`config.mk`:
```
export PLATFORM = sky130hd
export DESIGN_NAME = rgb_led_frame_transmitter_flat
export DESIGN_NICKNAME = d
export VERILOG_FILES = /design/src/rlft_pkg.sv /design/src/rlft_if.sv /design/src/rlft_ram.sv /design/src/rlft_front.sv /design/src/rlft_queue.sv /design/src/rlft_back.sv /design/src/rgb_led_frame_transmitter.sv /design/src/flat_wrapper.sv
export SDC_FILE = /design/constraint.sdc
export NUM_CORES = 2
export LEC_CHECK = 0
export BUFFER_PORTS_ARGS = -buffer_cell sky130_fd_sc_hd__clkbuf_2
export CAP_MARGIN = 40
export CORE_MARGIN = 2
export CORE_UTILIZATION = 45
export CTS_BUF_LIST = sky130_fd_sc_hd__clkbuf_4
export DETAILED_ROUTE_END_ITERATION = 6
export GPL_TIMING_DRIVEN = 0
export HOLD_SLACK_MARGIN = 0.02
export PLACE_DENSITY_LB_ADDON = 0.12
export SKIP_CTS_REPAIR_TIMING = 1
export SYNTH_ARGS = -nofsm -noshare
export SYNTH_HDL_FRONTEND = slang
export SYNTH_HIERARCHICAL = 1
export SYNTH_SLANG_ARGS = --single-unit
```
`constraint.sdc`:
```
create_clock -name clock -period 11.4 [get_ports clock]
set_input_delay 1.14 -clock clock [delete_from_list [all_inputs] [get_ports clock]]
set_output_delay 1.14 -clock clock [all_outputs]
set_load 0.02 [all_outputs]
```
`src/rlft_pkg.sv`:
```
// rlft_pkg: shared constants, types and codes of the rgb led frame transmitter
`timescale 1ns / 1ps

package rlft_pkg;

   // matrix geometry
   localparam int MATRIX_WIDTH  = 8;
   localparam int MATRIX_HEIGHT = 8;
   localparam int LED_COUNT     = MATRIX_WIDTH * MATRIX_HEIGHT;
   localparam int LED_IDX_W     = (LED_COUNT > 1) ? $clog2(LED_COUNT) : 1;
   localparam int LED_CNT_W     = $clog2(LED_COUNT + 1);
   localparam int BYTES_PER_LED = 3;

   // field widths
   localparam int CMD_W   = 2;
   localparam int COORD_W = 4;
   localparam int CHAN_W  = 8;
   localparam int COLOR_W = 3 * CHAN_W;
   localparam int TICK_W  = 8;
   localparam int LATCH_W = 13;
   localparam int LEDS_W  = 7;

   // configuration port
   localparam int CSR_IDX_W  = 3;
   localparam int CSR_DATA_W = 13;

   localparam logic [CSR_IDX_W-1:0] REG_ONE_HIGH   = 3'd0;
   localparam logic [CSR_IDX_W-1:0] REG_ONE_LOW    = 3'd1;
   localparam logic [CSR_IDX_W-1:0] REG_ZERO_HIGH  = 3'd2;
   localparam logic [CSR_IDX_W-1:0] REG_ZERO_LOW   = 3'd3;
   localparam logic [CSR_IDX_W-1:0] REG_LATCH      = 3'd4;
   localparam logic [CSR_IDX_W-1:0] REG_LEDS       = 3'd5;
   localparam logic [CSR_IDX_W-1:0] REG_SERPENTINE = 3'd6;

   localparam logic [TICK_W-1:0]  ONE_HIGH_RST   = 8'd9;
   localparam logic [TICK_W-1:0]  ONE_LOW_RST    = 8'd11;
   localparam logic [TICK_W-1:0]  ZERO_HIGH_RST  = 8'd4;
   localparam logic [TICK_W-1:0]  ZERO_LOW_RST   = 8'd16;
   localparam logic [LATCH_W-1:0] LATCH_RST      = 13'd4800;
   localparam logic [LEDS_W-1:0]  LEDS_RST       = 7'd64;

   // command queue between front and back
   localparam int QUEUE_DEPTH = 2;
   localparam int QUEUE_PTR_W = (QUEUE_DEPTH > 1) ? $clog2(QUEUE_DEPTH) : 1;
   localparam int QUEUE_CNT_W = $clog2(QUEUE_DEPTH + 1);

   typedef enum logic [CMD_W-1:0] {
      CMD_TICK  = 2'd0,
      CMD_PIXEL = 2'd1,
      CMD_CLEAR = 2'd2,
      CMD_SHOW  = 2'd3
   } cmd_type;

   typedef enum logic [1:0] {
      PH_IDLE,
      PH_HIGH,
      PH_LOW,
      PH_LATCH
   } phase_type;

   typedef struct packed {
      logic [TICK_W-1:0]  one_high_ticks;
      logic [TICK_W-1:0]  one_low_ticks;
      logic [TICK_W-1:0]  zero_high_ticks;
      logic [TICK_W-1:0]  zero_low_ticks;
      logic [LATCH_W-1:0] latch_ticks;
      logic [LEDS_W-1:0]  leds_to_send;
      logic               serpentine_order;
   } cfg_type;

   // classified command as it travels through the queue
   typedef struct packed {
      cmd_type                cmd;
      logic                   bad_pixel;
      logic [LED_IDX_W-1:0]   led_idx;
      logic [COLOR_W-1:0]     color;     // green, red, blue from msb down
   } item_type;

endpackage

```
`src/rlft_if.sv`:
```
// rlft_if: valid/ready channel interfaces for command, response and csr transfers
`timescale 1ns / 1ps

interface rlft_req_if import rlft_pkg::*; ();
   logic               valid;
   logic               ready;
   logic [CMD_W-1:0]   cmd;
   logic [COORD_W-1:0] col;
   logic [COORD_W-1:0] row;
   logic [CHAN_W-1:0]  red;
   logic [CHAN_W-1:0]  green;
   logic [CHAN_W-1:0]  blue;

   modport source (output valid, cmd, col, row, red, green, blue, input ready);
   modport sink   (input valid, cmd, col, row, red, green, blue, output ready);
endinterface

interface rlft_rsp_if;
   logic valid;
   logic ready;
   logic line_level;
   logic busy_res;
   logic rejected;
   logic frame_done;

   modport source (output valid, line_level, busy_res, rejected, frame_done, input ready);
   modport sink   (input valid, line_level, busy_res, rejected, frame_done, output ready);
endinterface

interface rlft_csr_if import rlft_pkg::*; ();
   logic                  valid;
   logic                  ready;
   logic [CSR_IDX_W-1:0]  index;
   logic [CSR_DATA_W-1:0] data;

   modport source (output valid, index, data, input ready);
   modport sink   (input valid, index, data, output ready);
endinterface

```
`src/rlft_ram.sv`:
```
// rlft_ram: generic single write port ram with registered read
`timescale 1ns / 1ps

module rlft_ram #(
   parameter int WIDTH = 8,
   parameter int DEPTH = 16
) (
   input  logic                                       clock,
   input  logic                                       we,
   input  logic [((DEPTH > 1) ? $clog2(DEPTH) : 1)-1:0] wr_addr,
   input  logic [WIDTH-1:0]                           wr_data,
   input  logic [((DEPTH > 1) ? $clog2(DEPTH) : 1)-1:0] rd_addr,
   output logic [WIDTH-1:0]                           rd_data
);

   logic [WIDTH-1:0] mem [DEPTH];

   always_ff @(posedge clock) begin
      if (we) begin
         mem[wr_addr] <= wr_data;
      end
      rd_data <= mem[rd_addr];
   end

endmodule

```
`src/rlft_front.sv`:
```
// rlft_front: accepts command transfers, range checks and maps pixel coordinates
`timescale 1ns / 1ps

module rlft_front import rlft_pkg::*; (
   rlft_req_if.sink      req_chan,
   input  logic          serpentine_order,
   input  logic          q_ready,
   output logic          q_push,
   output item_type      q_item
);

   int col_i;
   int row_i;
   int x_i;

   assign req_chan.ready = q_ready;
   assign q_push         = req_chan.valid && q_ready;

   always_comb begin
      col_i = int'(req_chan.col);
      row_i = int'(req_chan.row);
      // serpentine wiring runs odd rows right to left
      if (serpentine_order && req_chan.row[0]) begin
         x_i = MATRIX_WIDTH - 1 - col_i;
      end else begin
         x_i = col_i;
      end
      q_item.cmd       = cmd_type'(req_chan.cmd);
      q_item.bad_pixel = (col_i >= MATRIX_WIDTH) || (row_i >= MATRIX_HEIGHT);
      q_item.led_idx   = LED_IDX_W'(row_i * MATRIX_WIDTH + x_i);
      q_item.color     = {req_chan.green, req_chan.red, req_chan.blue};
   end

endmodule

```
`src/rlft_queue.sv`:
```
// rlft_queue: short fifo of classified commands between front and back
`timescale 1ns / 1ps

module rlft_queue import rlft_pkg::*; (
   input  logic     clock,
   input  logic     reset,
   input  logic     push,
   input  item_type push_item,
   output logic     ready,
   input  logic     pop,
   output item_type pop_item,
   output logic     valid
);

   item_type               slot_ff [QUEUE_DEPTH];
   logic [QUEUE_PTR_W-1:0] wr_ptr_ff, wr_ptr_in;
   logic [QUEUE_PTR_W-1:0] rd_ptr_ff, rd_ptr_in;
   logic [QUEUE_CNT_W-1:0] count_ff, count_in;

   assign ready    = (count_ff != QUEUE_CNT_W'(QUEUE_DEPTH));
   assign valid    = (count_ff != '0);
   assign pop_item = slot_ff[rd_ptr_ff];

   always_comb begin
      wr_ptr_in = wr_ptr_ff;
      rd_ptr_in = rd_ptr_ff;
      count_in  = count_ff;
      if (push) begin
         wr_ptr_in = (wr_ptr_ff == QUEUE_PTR_W'(QUEUE_DEPTH - 1)) ? '0 : wr_ptr_ff + 1'b1;
      end
      if (pop) begin
         rd_ptr_in = (rd_ptr_ff == QUEUE_PTR_W'(QUEUE_DEPTH - 1)) ? '0 : rd_ptr_ff + 1'b1;
      end
      case ({push, pop})
         2'b10:   count_in = count_ff + 1'b1;
         2'b01:   count_in = count_ff - 1'b1;
         default: count_in = count_ff;
      endcase
   end

   always_ff @(posedge clock) begin
      if (reset) begin
         wr_ptr_ff <= '0;
         rd_ptr_ff <= '0;
         count_ff  <= '0;
      end else begin
         wr_ptr_ff <= wr_ptr_in;
         rd_ptr_ff <= rd_ptr_in;
         count_ff  <= count_in;
      end
   end

   always_ff @(posedge clock) begin
      if (push) begin
         slot_ff[wr_ptr_ff] <= push_item;
      end
   end

endmodule

```
`src/rlft_back.sv`:
```
// rlft_back: frame store, waveform sequencer and response register
`timescale 1ns / 1ps

module rlft_back import rlft_pkg::*; (
   input  logic       clock,
   input  logic       reset,
   input  cfg_type    cfg,
   input  logic       q_valid,
   input  item_type   q_item,
   output logic       q_pop,
   rlft_rsp_if.source rsp_chan
);

   phase_type              phase_ff, phase_in;
   logic [LATCH_W-1:0]     cnt_ff, cnt_in;
   logic [LED_IDX_W-1:0]   led_ptr_ff, led_ptr_in;
   logic [1:0]             byte_sel_ff, byte_sel_in;
   logic [2:0]             bit_ptr_ff, bit_ptr_in;
   logic [LED_CNT_W-1:0]   n_leds_ff, n_leds_in;
   logic [LED_COUNT-1:0]   valid_ff, valid_in;
   logic                   rd_valid_ff;

   logic                   rsp_valid_ff, rsp_valid_in;
   logic                   line_ff, line_in;
   logic                   busy_ff, busy_in;
   logic                   rej_ff, rej_in;
   logic                   done_ff, done_in;

   logic                   exec;
   logic                   ram_we;
   logic [COLOR_W-1:0]     rd_data;
   logic [COLOR_W-1:0]     word;
   logic [CHAN_W-1:0]      cur_byte;
   logic                   cur_bit;
   logic [LATCH_W-1:0]     limit;
   logic [LED_CNT_W-1:0]   n_sat;

   function automatic logic [LATCH_W-1:0] len_m1(input logic [LATCH_W-1:0] v);
      return (v == '0) ? '0 : v - 1'b1;
   endfunction

   rlft_ram #(
      .WIDTH (COLOR_W),
      .DEPTH (LED_COUNT)
   ) u_store (
      .clock   (clock),
      .we      (ram_we),
      .wr_addr (q_item.led_idx),
      .wr_data (q_item.color),
      .rd_addr (led_ptr_in),
      .rd_data (rd_data)
   );

   assign exec  = q_valid && (!rsp_valid_ff || rsp_chan.ready);
   assign q_pop = exec;

   // unwritten entries read as zero
   assign word = rd_valid_ff ? rd_data : '0;

   always_comb begin
      case (byte_sel_ff)
         2'd0:    cur_byte = word[COLOR_W-1 -: CHAN_W];
         2'd1:    cur_byte = word[COLOR_W-CHAN_W-1 -: CHAN_W];
         default: cur_byte = word[CHAN_W-1:0];
      endcase
      cur_bit = cur_byte[~bit_ptr_ff];
   end

   always_comb begin
      case (phase_ff)
         PH_HIGH: limit = len_m1(LATCH_W'(cur_bit ? cfg.one_high_ticks : cfg.zero_high_ticks));
         PH_LOW:  limit = len_m1(LATCH_W'(cur_bit ? cfg.one_low_ticks : cfg.zero_low_ticks));
         default: limit = len_m1(cfg.latch_ticks);
      endcase
      n_sat = (int'(cfg.leds_to_send) > LED_COUNT) ? LED_CNT_W'(LED_COUNT)
                                                   : LED_CNT_W'(cfg.leds_to_send);
   end

   always_comb begin
      phase_in     = phase_ff;
      cnt_in       = cnt_ff;
      led_ptr_in   = led_ptr_ff;
      byte_sel_in  = byte_sel_ff;
      bit_ptr_in   = bit_ptr_ff;
      n_leds_in    = n_leds_ff;
      valid_in     = valid_ff;
      ram_we       = 1'b0;
      rsp_valid_in = rsp_valid_ff;
      line_in      = line_ff;
      busy_in      = busy_ff;
      rej_in       = 1'b0;
      done_in      = 1'b0;

      if (exec) begin
         case (q_item.cmd)
            CMD_TICK: begin
               if (phase_ff != PH_IDLE) begin
                  if (cnt_ff != limit) begin
                     cnt_in = cnt_ff + 1'b1;
                  end else begin
                     cnt_in = '0;
                     case (phase_ff)
                        PH_HIGH: phase_in = PH_LOW;
                        PH_LOW: begin
                           if (bit_ptr_ff == 3'd7) begin
                              bit_ptr_in = '0;
                              if (byte_sel_ff != 2'(BYTES_PER_LED - 1)) begin
                                 byte_sel_in = byte_sel_ff + 1'b1;
                                 phase_in    = PH_HIGH;
                              end else if (int'(led_ptr_ff) + 1 >= int'(n_leds_ff)) begin
                                 phase_in = PH_LATCH;
                              end else begin
                                 byte_sel_in = '0;
                                 led_ptr_in  = led_ptr_ff + 1'b1;
                                 phase_in    = PH_HIGH;
                              end
                           end else begin
                              bit_ptr_in = bit_ptr_ff + 1'b1;
                              phase_in   = PH_HIGH;
                           end
                        end
                        default: begin
                           phase_in = PH_IDLE;
                           done_in  = 1'b1;
                        end
                     endcase
                  end
               end
            end
            default: begin
               if (phase_ff != PH_IDLE) begin
                  rej_in = 1'b1;
               end else begin
                  case (q_item.cmd)
                     CMD_PIXEL: begin
                        if (q_item.bad_pixel) begin
                           rej_in = 1'b1;
                        end else begin
                           ram_we                   = 1'b1;
                           valid_in[q_item.led_idx] = 1'b1;
                        end
                     end
                     CMD_CLEAR: valid_in = '0;
                     default: begin
                        n_leds_in   = n_sat;
                        led_ptr_in  = '0;
                        byte_sel_in = '0;
                        bit_ptr_in  = '0;
                        cnt_in      = '0;
                        phase_in    = (n_sat == '0) ? PH_LATCH : PH_HIGH;
                     end
                  endcase
               end
            end
         endcase
         rsp_valid_in = 1'b1;
         line_in      = (phase_in == PH_HIGH);
         busy_in      = (phase_in != PH_IDLE);
      end else if (rsp_chan.ready) begin
         rsp_valid_in = 1'b0;
      end

      if (!exec) begin
         rej_in  = rej_ff;
         done_in = done_ff;
      end
   end

   always_ff @(posedge clock) begin
      if (reset) begin
         phase_ff     <= PH_IDLE;
         cnt_ff       <= '0;
         led_ptr_ff   <= '0;
         byte_sel_ff  <= '0;
         bit_ptr_ff   <= '0;
         n_leds_ff    <= '0;
         valid_ff     <= '0;
         rsp_valid_ff <= 1'b0;
      end else begin
         phase_ff     <= phase_in;
         cnt_ff       <= cnt_in;
         led_ptr_ff   <= led_ptr_in;
         byte_sel_ff  <= byte_sel_in;
         bit_ptr_ff   <= bit_ptr_in;
         n_leds_ff    <= n_leds_in;
         valid_ff     <= valid_in;
         rsp_valid_ff <= rsp_valid_in;
      end
   end

   always_ff @(posedge clock) begin
      rd_valid_ff <= valid_ff[led_ptr_in];
      line_ff     <= line_in;
      busy_ff     <= busy_in;
      rej_ff      <= rej_in;
      done_ff     <= done_in;
   end

   assign rsp_chan.valid      = rsp_valid_ff;
   assign rsp_chan.line_level = line_ff;
   assign rsp_chan.busy_res   = busy_ff;
   assign rsp_chan.rejected   = rej_ff;
   assign rsp_chan.frame_done = done_ff;

   a_idle_count_clear: assert property (@(posedge clock) disable iff (reset)
      phase_ff == PH_IDLE |-> cnt_ff == '0)
      else $error("phase counter not cleared in idle");

   a_busy_reject: assert property (@(posedge clock) disable iff (reset)
      exec && q_item.cmd != CMD_TICK && phase_ff != PH_IDLE |=> rsp_valid_ff && rej_ff)
      else $error("command during frame not rejected");

   a_done_from_latch: assert property (@(posedge clock) disable iff (reset)
      exec && phase_ff != PH_LATCH |=> !done_ff)
      else $error("frame done outside latch period");

   a_no_write_busy: assert property (@(posedge clock) disable iff (reset)
      ram_we |-> phase_ff == PH_IDLE)
      else $error("store written during frame");

   a_led_in_range: assert property (@(posedge clock) disable iff (reset)
      (phase_ff == PH_HIGH || phase_ff == PH_LOW) |-> int'(led_ptr_ff) < int'(n_leds_ff))
      else $error("led pointer beyond frame length");

endmodule

```
`src/rgb_led_frame_transmitter.sv`:
```
// rgb_led_frame_transmitter: top level with csr registers, front, queue and back
`timescale 1ns / 1ps
//
// usage
// - req_chan carries one command per transfer: tick, pixel write, clear or show
// - rsp_chan returns exactly one response per command, in order: line level,
//   busy flag, rejected flag and frame done flag
// - csr_chan writes the timing, led count and mapping registers; it is always
//   ready and should only be written while no command is in flight
// - throughput is one command per clock while rsp_chan takes the responses; ticks
//   sent every clock give pulse widths exact in clock cycles
// - a command accepted into the queue is executed by the back end from the queue
//   head and shows on rsp_chan from the back end's response register
// - the back end takes one command per cycle while rsp_chan accepts its response;
//   a response register parts it from rsp_chan
// - reset loads the default timing registers and marks every frame store
//   entry as unwritten, so the whole store reads zero at once, no clearing pass
// - when rsp_chan stalls the response is held, the two entry queue absorbs
//   the next commands and then req_chan ready drops
//
module rgb_led_frame_transmitter import rlft_pkg::*; (
   input  logic        clock,
   input  logic        reset,
   rlft_req_if.sink    req_chan,
   rlft_rsp_if.source  rsp_chan,
   rlft_csr_if.sink    csr_chan
);

   cfg_type  cfg_ff, cfg_in;

   // queue hookup
   logic     q_push;
   logic     q_ready;
   item_type q_push_item;
   logic     q_pop;
   logic     q_valid;
   item_type q_pop_item;

   // csr writes are always accepted
   assign csr_chan.ready = 1'b1;

   always_comb begin
      cfg_in = cfg_ff;
      if (csr_chan.valid) begin
         case (csr_chan.index)
            REG_ONE_HIGH:   cfg_in.one_high_ticks   = csr_chan.data[TICK_W-1:0];
            REG_ONE_LOW:    cfg_in.one_low_ticks    = csr_chan.data[TICK_W-1:0];
            REG_ZERO_HIGH:  cfg_in.zero_high_ticks  = csr_chan.data[TICK_W-1:0];
            REG_ZERO_LOW:   cfg_in.zero_low_ticks   = csr_chan.data[TICK_W-1:0];
            REG_LATCH:      cfg_in.latch_ticks      = csr_chan.data[LATCH_W-1:0];
            REG_LEDS:       cfg_in.leds_to_send     = csr_chan.data[LEDS_W-1:0];
            REG_SERPENTINE: cfg_in.serpentine_order = csr_chan.data[0];
            default:        cfg_in = cfg_ff;   // unused index, write dropped
         endcase
      end
   end

   always_ff @(posedge clock) begin
      if (reset) begin
         cfg_ff.one_high_ticks   <= ONE_HIGH_RST;
         cfg_ff.one_low_ticks    <= ONE_LOW_RST;
         cfg_ff.zero_high_ticks  <= ZERO_HIGH_RST;
         cfg_ff.zero_low_ticks   <= ZERO_LOW_RST;
         cfg_ff.latch_ticks      <= LATCH_RST;
         cfg_ff.leds_to_send     <= LEDS_RST;
         cfg_ff.serpentine_order <= 1'b0;
      end else begin
         cfg_ff <= cfg_in;
      end
   end

   // front: decode and pixel mapping
   rlft_front u_front (
      .req_chan         (req_chan),
      .serpentine_order (cfg_ff.serpentine_order),
      .q_ready          (q_ready),
      .q_push           (q_push),
      .q_item           (q_push_item)
   );

   // decouples command intake from execution
   rlft_queue u_queue (
      .clock     (clock),
      .reset     (reset),
      .push      (q_push),
      .push_item (q_push_item),
      .ready     (q_ready),
      .pop       (q_pop),
      .pop_item  (q_pop_item),
      .valid     (q_valid)
   );

   // back: frame store and one-wire waveform
   rlft_back u_back (
      .clock    (clock),
      .reset    (reset),
      .cfg      (cfg_ff),
      .q_valid  (q_valid),
      .q_item   (q_pop_item),
      .q_pop    (q_pop),
      .rsp_chan (rsp_chan)
   );

endmodule

```
`src/flat_wrapper.sv`:
```
// flat-port wrapper written by rule: the top's interface ports become plain ports
module rgb_led_frame_transmitter_flat import rlft_pkg::*;
  (clock, reset, req_chan_valid, req_chan_cmd, req_chan_col, req_chan_row, req_chan_red, req_chan_green, req_chan_blue, req_chan_ready, rsp_chan_valid, rsp_chan_line_level, rsp_chan_busy_res, rsp_chan_rejected, rsp_chan_frame_done, rsp_chan_ready, csr_chan_valid, csr_chan_index, csr_chan_data, csr_chan_ready);
  rlft_req_if req_chan_i ();
  rlft_rsp_if rsp_chan_i ();
  rlft_csr_if csr_chan_i ();
  input  logic clock;
  input  logic reset;
  input wire logic [$bits(req_chan_i.valid)-1:0] req_chan_valid;
  input wire logic [$bits(req_chan_i.cmd)-1:0] req_chan_cmd;
  input wire logic [$bits(req_chan_i.col)-1:0] req_chan_col;
  input wire logic [$bits(req_chan_i.row)-1:0] req_chan_row;
  input wire logic [$bits(req_chan_i.red)-1:0] req_chan_red;
  input wire logic [$bits(req_chan_i.green)-1:0] req_chan_green;
  input wire logic [$bits(req_chan_i.blue)-1:0] req_chan_blue;
  output wire logic [$bits(req_chan_i.ready)-1:0] req_chan_ready;
  output wire logic [$bits(rsp_chan_i.valid)-1:0] rsp_chan_valid;
  output wire logic [$bits(rsp_chan_i.line_level)-1:0] rsp_chan_line_level;
  output wire logic [$bits(rsp_chan_i.busy_res)-1:0] rsp_chan_busy_res;
  output wire logic [$bits(rsp_chan_i.rejected)-1:0] rsp_chan_rejected;
  output wire logic [$bits(rsp_chan_i.frame_done)-1:0] rsp_chan_frame_done;
  input wire logic [$bits(rsp_chan_i.ready)-1:0] rsp_chan_ready;
  input wire logic [$bits(csr_chan_i.valid)-1:0] csr_chan_valid;
  input wire logic [$bits(csr_chan_i.index)-1:0] csr_chan_index;
  input wire logic [$bits(csr_chan_i.data)-1:0] csr_chan_data;
  output wire logic [$bits(csr_chan_i.ready)-1:0] csr_chan_ready;
  assign req_chan_i.valid = req_chan_valid;
  assign req_chan_i.cmd = req_chan_cmd;
  assign req_chan_i.col = req_chan_col;
  assign req_chan_i.row = req_chan_row;
  assign req_chan_i.red = req_chan_red;
  assign req_chan_i.green = req_chan_green;
  assign req_chan_i.blue = req_chan_blue;
  assign req_chan_ready = req_chan_i.ready;
  assign rsp_chan_valid = rsp_chan_i.valid;
  assign rsp_chan_line_level = rsp_chan_i.line_level;
  assign rsp_chan_busy_res = rsp_chan_i.busy_res;
  assign rsp_chan_rejected = rsp_chan_i.rejected;
  assign rsp_chan_frame_done = rsp_chan_i.frame_done;
  assign rsp_chan_i.ready = rsp_chan_ready;
  assign csr_chan_i.valid = csr_chan_valid;
  assign csr_chan_i.index = csr_chan_index;
  assign csr_chan_i.data = csr_chan_data;
  assign csr_chan_ready = csr_chan_i.ready;
  rgb_led_frame_transmitter u_core (.clock(clock), .reset(reset), .req_chan(req_chan_i), .rsp_chan(rsp_chan_i), .csr_chan(csr_chan_i));
endmodule
```
* After elaboration in Yosys (flattened, before gate mapping)
Memories as Yosys holds them, arrays and structs flattened. A register that Yosys moved wholly into a read port is not among the register bits.
Cells that the tools add are included.
** Word-level totals
- ROM bits :: 0
- Bits in latches :: 0
- Bits in registers :: 160
- RAM bits :: 1602
- Logic and storage cells :: 193
- Memories :: 2
- Input bits :: 55
- Output and inout bits :: 7
** Operators by class
- Equal/unequal tests :: 26
- Divide/modulo/power cells :: 0
- Shifts and indexed selects :: 0
- Bitwise logic cells :: 5
- Muxes and demuxes :: 80
- $add $sub $neg :: 14
- Reductions and logical operators :: 35
- Magnitude comparators :: 8
- Multipliers :: 0
** Memories
- u_core.u_back.u_store.mem :: depth 64, width 24, read ports 1, clocked after Yosys merged registers in 1, write ports 1, RTL line rlft_ram.sv:16 : logic [WIDTH-1:0] mem [DEPTH];
- u_core.u_queue.slot_ff :: depth 2, width 33, read ports 1, clocked after Yosys merged registers in 1, write ports 1, RTL line rlft_queue.sv:15 : item_type slot_ff [QUEUE_DEPTH];
** Operators with widths (number)
- $pmux W64 S2 :: 1
- $mux W13 :: 8
- $mux W6 :: 11
- $mux W64 :: 1
- $or A64 B64 Y64 :: 1
- $logic_not A13 Y1 :: 3
- $mux W2 :: 19
- $pmux W13 S2 :: 1
- $mux W24 :: 1
- $mux W1 :: 22
- $mux W3 :: 7
- $sub A8 B1 Y9 const B :: 2
- $mux W8 :: 2
- $pmux W8 S2 :: 1
- $lt A6 B7 Y1 const B :: 2
- $reduce_and A2 Y1 :: 7
- $add A13 B1 Y13 const B :: 1
- $ne A13 B13 Y1 :: 1
- $sub A13 B1 Y13 const B :: 1
- $eq A3 B3 Y1 const B :: 4
- $ne A2 B2 Y1 const B :: 6
- $reduce_bool A2 Y1 :: 6
- $eq A2 B1 Y1 const B :: 5
- $ge A4 B4 Y1 const B :: 2
- 36 further kinds :: 53

* Logic depth before layout (Yosys ltp)
- Depth after elaboration :: 15
- Mapped depth :: 24
- Gate-level depth less buffers :: 20

* Hierarchy
The synthesis kept the hierarchy.
** By module, submodules not included
- rlft_ram :: times used 1, area an instance 59330.7 sq um, cells an instance 2611, seq. area each 46604.7 sq um
- rlft_back :: times used 1, area an instance 6540.0 sq um, cells an instance 811, seq. area each 2102.0 sq um
- rlft_queue :: times used 1, area an instance 2578.7 sq um, cells an instance 125, seq. area each 2082.0 sq um
- rgb_led_frame_transmitter :: times used 1, area an instance 2202.1 sq um, cells an instance 208, seq. area each 1061.0 sq um
- rlft_front :: times used 1, area an instance 316.6 sq um, cells an instance 41, seq. area each 0.0 sq um

* Worst setup path before layout
Ideal clock, no wire load.
- Kind :: reg2reg
- Start point :: register u_core/cfg_ff[29] in the netlist's numbering
- End point :: register u_core.u_back.u_store.rd_data[5] (read register of u_core.u_back.u_store.mem)
- Library setup time :: 0.115 ns
- Cell stages (with the launch flop) :: 19
- Arrival time :: 5.026 ns
- Setup slack :: 6.260 ns
- Data required time :: 11.285 ns
- Path buffers :: 3
- Clock period less this slack :: 5.140 ns
- Path through :: dfxtp_1 or4_4 or3_4 o31ai_4 o22ai_1 or4_1 o41a_1 xnor2_1 nor4_2 nand4_4 mux2i_4 buf_6 buf_2 buf_2 mux4_2 mux2_2 a221oi_1 a31oi_1 o21a_1
** On the way
- Cells in the longest elaborated chain, start to end :: 9
- Elaborated cells on any way between the ends :: 10
- Those cells by class :: 1 x add/sub; 1 x eq/ne; 7 x mux; 1 x reduce/logical
** Ends and longest elaborated chain
- from (decl) :: RTL line rgb_led_frame_transmitter.sv:29 : cfg_type cfg_ff, cfg_in;
- from (signal assigned) :: RTL line rgb_led_frame_transmitter.sv:68 : cfg_ff <= cfg_in;
- $mux W8 (*) :: RTL line rlft_back.sv:71 : PH_HIGH: limit = len_m1(LATCH_W'(cur_bit ? cfg.one_high_ticks : cfg.zero_high_ticks));
- $sub A8 B1 Y9 or $logic_not A13 Y1 (tied branches) :: RTL line rlft_back.sv:39 : return (v == '0) ? '0 : v - 1'b1;
- $mux W13 (*) :: RTL line rlft_back.sv:39
- $pmux W13 S2 (*) :: RTL line rlft_back.sv:70 : case (phase_ff)
- $ne A13 B13 Y1 (*) :: RTL line rlft_back.sv:98 : if (cnt_ff != limit) begin
- $mux W6 (*) :: RTL line rlft_back.sv:98
- $mux W6 (*) :: RTL line rlft_back.sv:97 : if (phase_ff != PH_IDLE) begin
- $mux W6 (*) :: RTL line rlft_back.sv:95 : case (q_item.cmd)
- $mux W6 (*) :: RTL line rlft_back.sv:94 : if (exec) begin
- net u_core.u_back.led_ptr_in[0] :: RTL line rlft_back.sv:16 : logic [LED_IDX_W-1:0] led_ptr_ff, led_ptr_in;
- to (decl) :: RTL line rlft_ram.sv:13 : output logic [WIDTH-1:0] rd_data
Mark *: on every way through the listed nets, which the timed path passes. The rest lies on a longest branch.
A chain may end at the register's enable or synchronous reset.

* Worst setup path in the final report
- Start point :: register u_core.u_back.byte_sel_ff[0]
- End point :: register u_core.u_back.u_store.rd_data[7] (read register of u_core.u_back.u_store.mem)
** On the way
- Cells in the longest elaborated chain, start to end :: 13
- Elaborated cells on any way between the ends :: 23
- Those cells by class :: 2 x add/sub; 3 x eq/ne; 15 x mux; 3 x reduce/logical
** Ends and longest elaborated chain
- from (decl) :: RTL line rlft_back.sv:17 : logic [1:0] byte_sel_ff, byte_sel_in;
- from (signal assigned) :: RTL line rlft_back.sv:183 : byte_sel_ff <= byte_sel_in;
- $eq A2 B1 Y1 or $logic_not A2 Y1 (tied branches) :: RTL line rlft_back.sv:61 : case (byte_sel_ff)
- $pmux W8 S2 :: RTL line rlft_back.sv:61
- $bmux W1 S3 :: RTL line rlft_back.sv:66 : cur_bit = cur_byte[~bit_ptr_ff];
- $mux W1 (implied by the code) :: RTL line rlft_back.sv:66
- $mux W8 (on tied branches) :: RTL line rlft_back.sv:72, rlft_back.sv:71
- $sub A8 B1 Y9 or $logic_not A13 Y1 (tied branches) :: RTL line rlft_back.sv:39
- $mux W13 :: RTL line rlft_back.sv:39
- $pmux W13 S2 :: RTL line rlft_back.sv:70
- $ne A13 B13 Y1 :: RTL line rlft_back.sv:98
- $mux W6 (*) :: RTL line rlft_back.sv:98
- $mux W6 (*) :: RTL line rlft_back.sv:97
- $mux W6 (*) :: RTL line rlft_back.sv:95
- $mux W6 (*) :: RTL line rlft_back.sv:94
- net u_core.u_back.led_ptr_in[1] :: RTL line rlft_back.sv:16
Mark *: on every way through the listed nets, which the timed path passes. The rest lies on a longest branch. The select of a mux whose other input is x is not followed.

==> out/qor.csv <==
stage,metric,value,unit
pwr,static leakage,26.5,nW
drt,DRC viols,0,
timing,RSZ-0062 raised after global routing,no,
hold_path,Hold Crit Class,input pin to flip-flop,
die,core region area,0.156,mm^2
grt,pin count of the biggest net entering global routing,65,
drt,DR vias,39500,
yosys,largest family of logic cells by synthesized area,multiplexers,
layout,multi-input combinational cell area,0.0182,mm^2
cts,Sink Count,1787,
placed_design,Port Buffers,31,
drt,iteration count of the initial detailed-routing pass,6,
critical_path,Crit path largest cell delay,0.84,ns
die,Vert. Die Dim,401,um
placed_design,Post-Place Cells,5994,
grt,initial antenna violation count,5,
layout,fill cell count,12700,
timing,Final period util,72.2,%
yosys,sequential element share of the synthesized area,73.1,%
yosys,Syn Nets,3875,
critical_path,WP buf/inv,5,
flow_run,MaxCap Viol Count,0,
critical_path,reg-to-reg critical path endpoint,u_core/u_back/u_store/rd_data[7],
die,num ports,62,
critical_path,Setup CP Type,flip-flop to flip-flop,
yosys,#FFs+latches synth,1787,
cts,"Clk Latency, worst-skew pair",1.34,ns
cts,Root Driver,clkbuf_4,
cts,clock-pin slew on the worst setup and hold paths,0.06,ns
grt,GR peak layer,met2,
yosys,Yosys Warn Count,6,
critical_path,crit path cell chain,buf_2 -> mux2i_1 -> o2111a_1 -> a221oi_1 -> nor4_2 -> mux2i_1 -> nor4_2 -> nand4_4 -> o21ai_1 -> buf_2 -> buf_4 -> clkinv_1 -> nor2_1 -> clkbuf_1 -> a22oi_1 -> a31oi_1 -> o21a_1,
grt,global-route wire length before repair,279,mm
drt,Via density,5.76,
critical_path,"CP delay by family, top",buffers and inverters,
yosys,area share of xor/xnor cells in the synthesized design,0.580,%
placed_design,RD Place Congestion,0.975,
layout,Area growth syn-to-layout,16.3,%
yosys,syn avg cell area,18.7,um^2
hold_path,Hold Startpoint,rsp_chan_ready,
grt,met3 Use GR,5.18,%
critical_path,slowest CP cell,nor2_1,
critical_path,"setup slack, reg-to-reg",3.17,ns
critical_path,Worst R2R Path Depth,17,
cts,clk buf depth,4,
critical_path,"Data arrival, critical path",9.48,ns
pwr,worst vdd ir,0.000135,V
timing,Fin. Hold Viols,0,
drt,Detailed Route Iter0 Violations,4197,
placed_design,Final HPWL DP,130,mm
layout,Non-Filler Instances,6844,
layout,layout cells sized above 1,32.2,%
yosys,simple-gate area share of the yosys netlist,4.52,%
critical_path,CP Capture Type,flip-flop,
yosys,cells after synthesis,3796,
critical_path,RR Startpoint,u_core/u_back/byte_sel_ff[0],
die,Die Width,401,um
cts,CTS HTree Levels,5,
hold_path,Hold Path Depth,3,
grt,Tot GR Track Use,24.4,%
pwr,pwr/cell area,207,mW/mm^2
grt,GR Util met2,36.4,%
yosys,Synth Area in Compound Gates,3.64,%
timing,Rel. slew slack,22.5,%
yosys,post-synthesis mux area share,15.7,%
layout,Final Util,52.8,%
layout,design area,0.0826,mm^2
timing,min cycle time layout,8.23,ns
timing,Max Freq,121,MHz
timing,measured slew at the worst slew-check pin,1.16,ns
cts,Inserted Clock Buffers,470,
timing,final worst slack,3.17,ns
die,die area,0.161,mm^2
yosys,Post-Syn Area,0.0710,mm^2
hold_path,worst-case hold path end point,u_core/u_back/rsp_chan.valid,
timing,setup TNS,0,ns
yosys,Post-synth EDFFs,1606,
cts,TritonCTS clock tree,done,
drt,WL/cell,28.8,um
yosys,count of different cell masters after synthesis,92,
placed_design,Post-DP Area,0.0764,mm^2
critical_path,Worst Setup SP,u_core/u_back/byte_sel_ff[0],
yosys,adder-cell area share of the yosys netlist,0.434,%
layout,Reg area,0.0518,mm^2
pwr,total power,17.1,mW
die,initial core utilization,45.4,%
critical_path,CP required,12.65,ns
grt,vias in the first global route,39400,
timing,Finish-stage setup viols,0,
grt,GRT met1 Usage,35.1,%
placed_design,post-place setup slack,3.43,ns
die,row count,145,
layout,Final #Nets,4527,
critical_path,crit start category,flip-flop,
timing,Setup Skew,0.133,ns
timing,WHS,0.137,ns
drt,WL final,197,mm
outcome,status,"finished, final reports clean",
drt,post-route ant nets,0,
yosys,"Top FF cell, synth",edfxtp_1,
yosys,Post-synth ARST share,0,%
timing,Max Transition Viols Final,0,
critical_path,Worst Path Max Fanout,13,
grt,Congestion Overflow GR,0,
==> registers in the layout (all words and copies together) (netlist names), 2 cells and up, named ones only <==
register and cells:
u_core/u_back/u_store/rd_data 24, u_core/u_queue/slot_ff 66, u_core/u_back/u_store/mem 1536, u_core/u_queue/count_ff 2
u_core/cfg_ff 53, u_core/u_back/phase_ff 2, u_core/u_back/n_leds_ff 7, u_core/u_back/bit_ptr_ff 3
u_core/u_back/byte_sel_ff 2, u_core/u_back/valid_ff 64, u_core/u_back/led_ptr_ff 6, u_core/u_back/cnt_ff 13
==> how the worst max path moves through the flow <==
stage,cells past startpoint,to
global placement,19,u_core/u_back/u_store/rd_data[10]
global route,19,u_core/u_back/u_store/rd_data[7]
finish,17,u_core/u_back/u_store/rd_data[7]
CTS,19,u_core/u_back/u_store/rd_data[7]
detailed placement,19,u_core/u_back/u_store/rd_data[7]
floorplan,18,u_core/u_back/u_store/rd_data[5]
==> synthesized netlist by cell type (28+ instances only) <==
master,number,area [um^2]
edfxtp_1,1606,48200
mux4_2,356,8020
nor2_1,266,998
mux2i_1,210,2100
dfxtp_1,181,3620
a21oi_1,93,465
nand2_1,93,349
clkbuf_1,81,304
nand2b_1,69,432
buf_4,57,428
buf_2,56,280
o22ai_1,56,350
a221oi_1,52,455
mux2_2,52,586
nand3_1,48,240
a22oi_1,43,323
mux2_1,39,439
inv_1,34,128
xnor2_1,28,245
==> area by class of cell <==
cell class              count  area share, %
multi-input cells        1744           22.1
plain buffers             228           1.57
flip-flops and latches   1787           62.8
repair buffers            180           3.22
diodes                      7         0.0212
clock buffers             715           6.50
clock inverters            88          0.515
inverters                  37          0.168
well taps                2058           3.12
==> cells by family (layout without fill, tap and decap cells) <==
kind of cell    after synthesis  in the layout
simple gates                639            639
other cells                   1              8
fa+ha+maj                    24             24
buf+inv                     265           1248
xor+xnor                     47             47
compound gates              375            375
mux                         658            658
flops                      1787           1787
==> report_power, final <==
group / total (mW) / switching [mW] / internal, mW
sequential: 7.89 / 0.0442 / 7.85
combinational: 3.77 / 2.63 / 1.14
clock: 5.43 / 2.54 / 2.89
total: 17.1 / 5.22 / 11.9
==> tightest hold or removal path: stages <==
cell and delay (ns):
clkbuf_2 0.07, nand2b_1 0.11, a21oi_1 0.07
==> cell usage in the layout (no fill, tap or decap), types with 21 or more instances in the layout <==
master,n
a21oi_1,93
a221oi_1,52
a22oi_1,43
buf_12,55
buf_16,26
buf_2,60
buf_4,62
buf_6,31
clkbuf_1,81
clkbuf_2,32
clkbuf_4,715
clkinv_1,72
dfxtp_1,181
dlygate4sd3_1,39
edfxtp_1,1606
ha_1,23
inv_1,34
mux2_2,62
mux2i_1,210
mux4_2,356
nand2_1,93
nand2b_1,69
nand3_1,48
nor2_1,201
nor2_4,66
nor2b_1,21
nor3_1,25
o21ai_0,26
o22ai_1,56
xnor2_1,28
==> per-layer routing <==
| layer | part of all wire [%] | vias to the layer above |
|---|---|---|
| li1 | - | 16900 |
| met1 | 44 | 20600 |
| met2 | 46 | 1669 |
| met3 | 7.4 | 251 |
| met4 | 3.0 | 2 |
| met5 | 0.0066 | - |
Power figures use the tool's default switching activity.
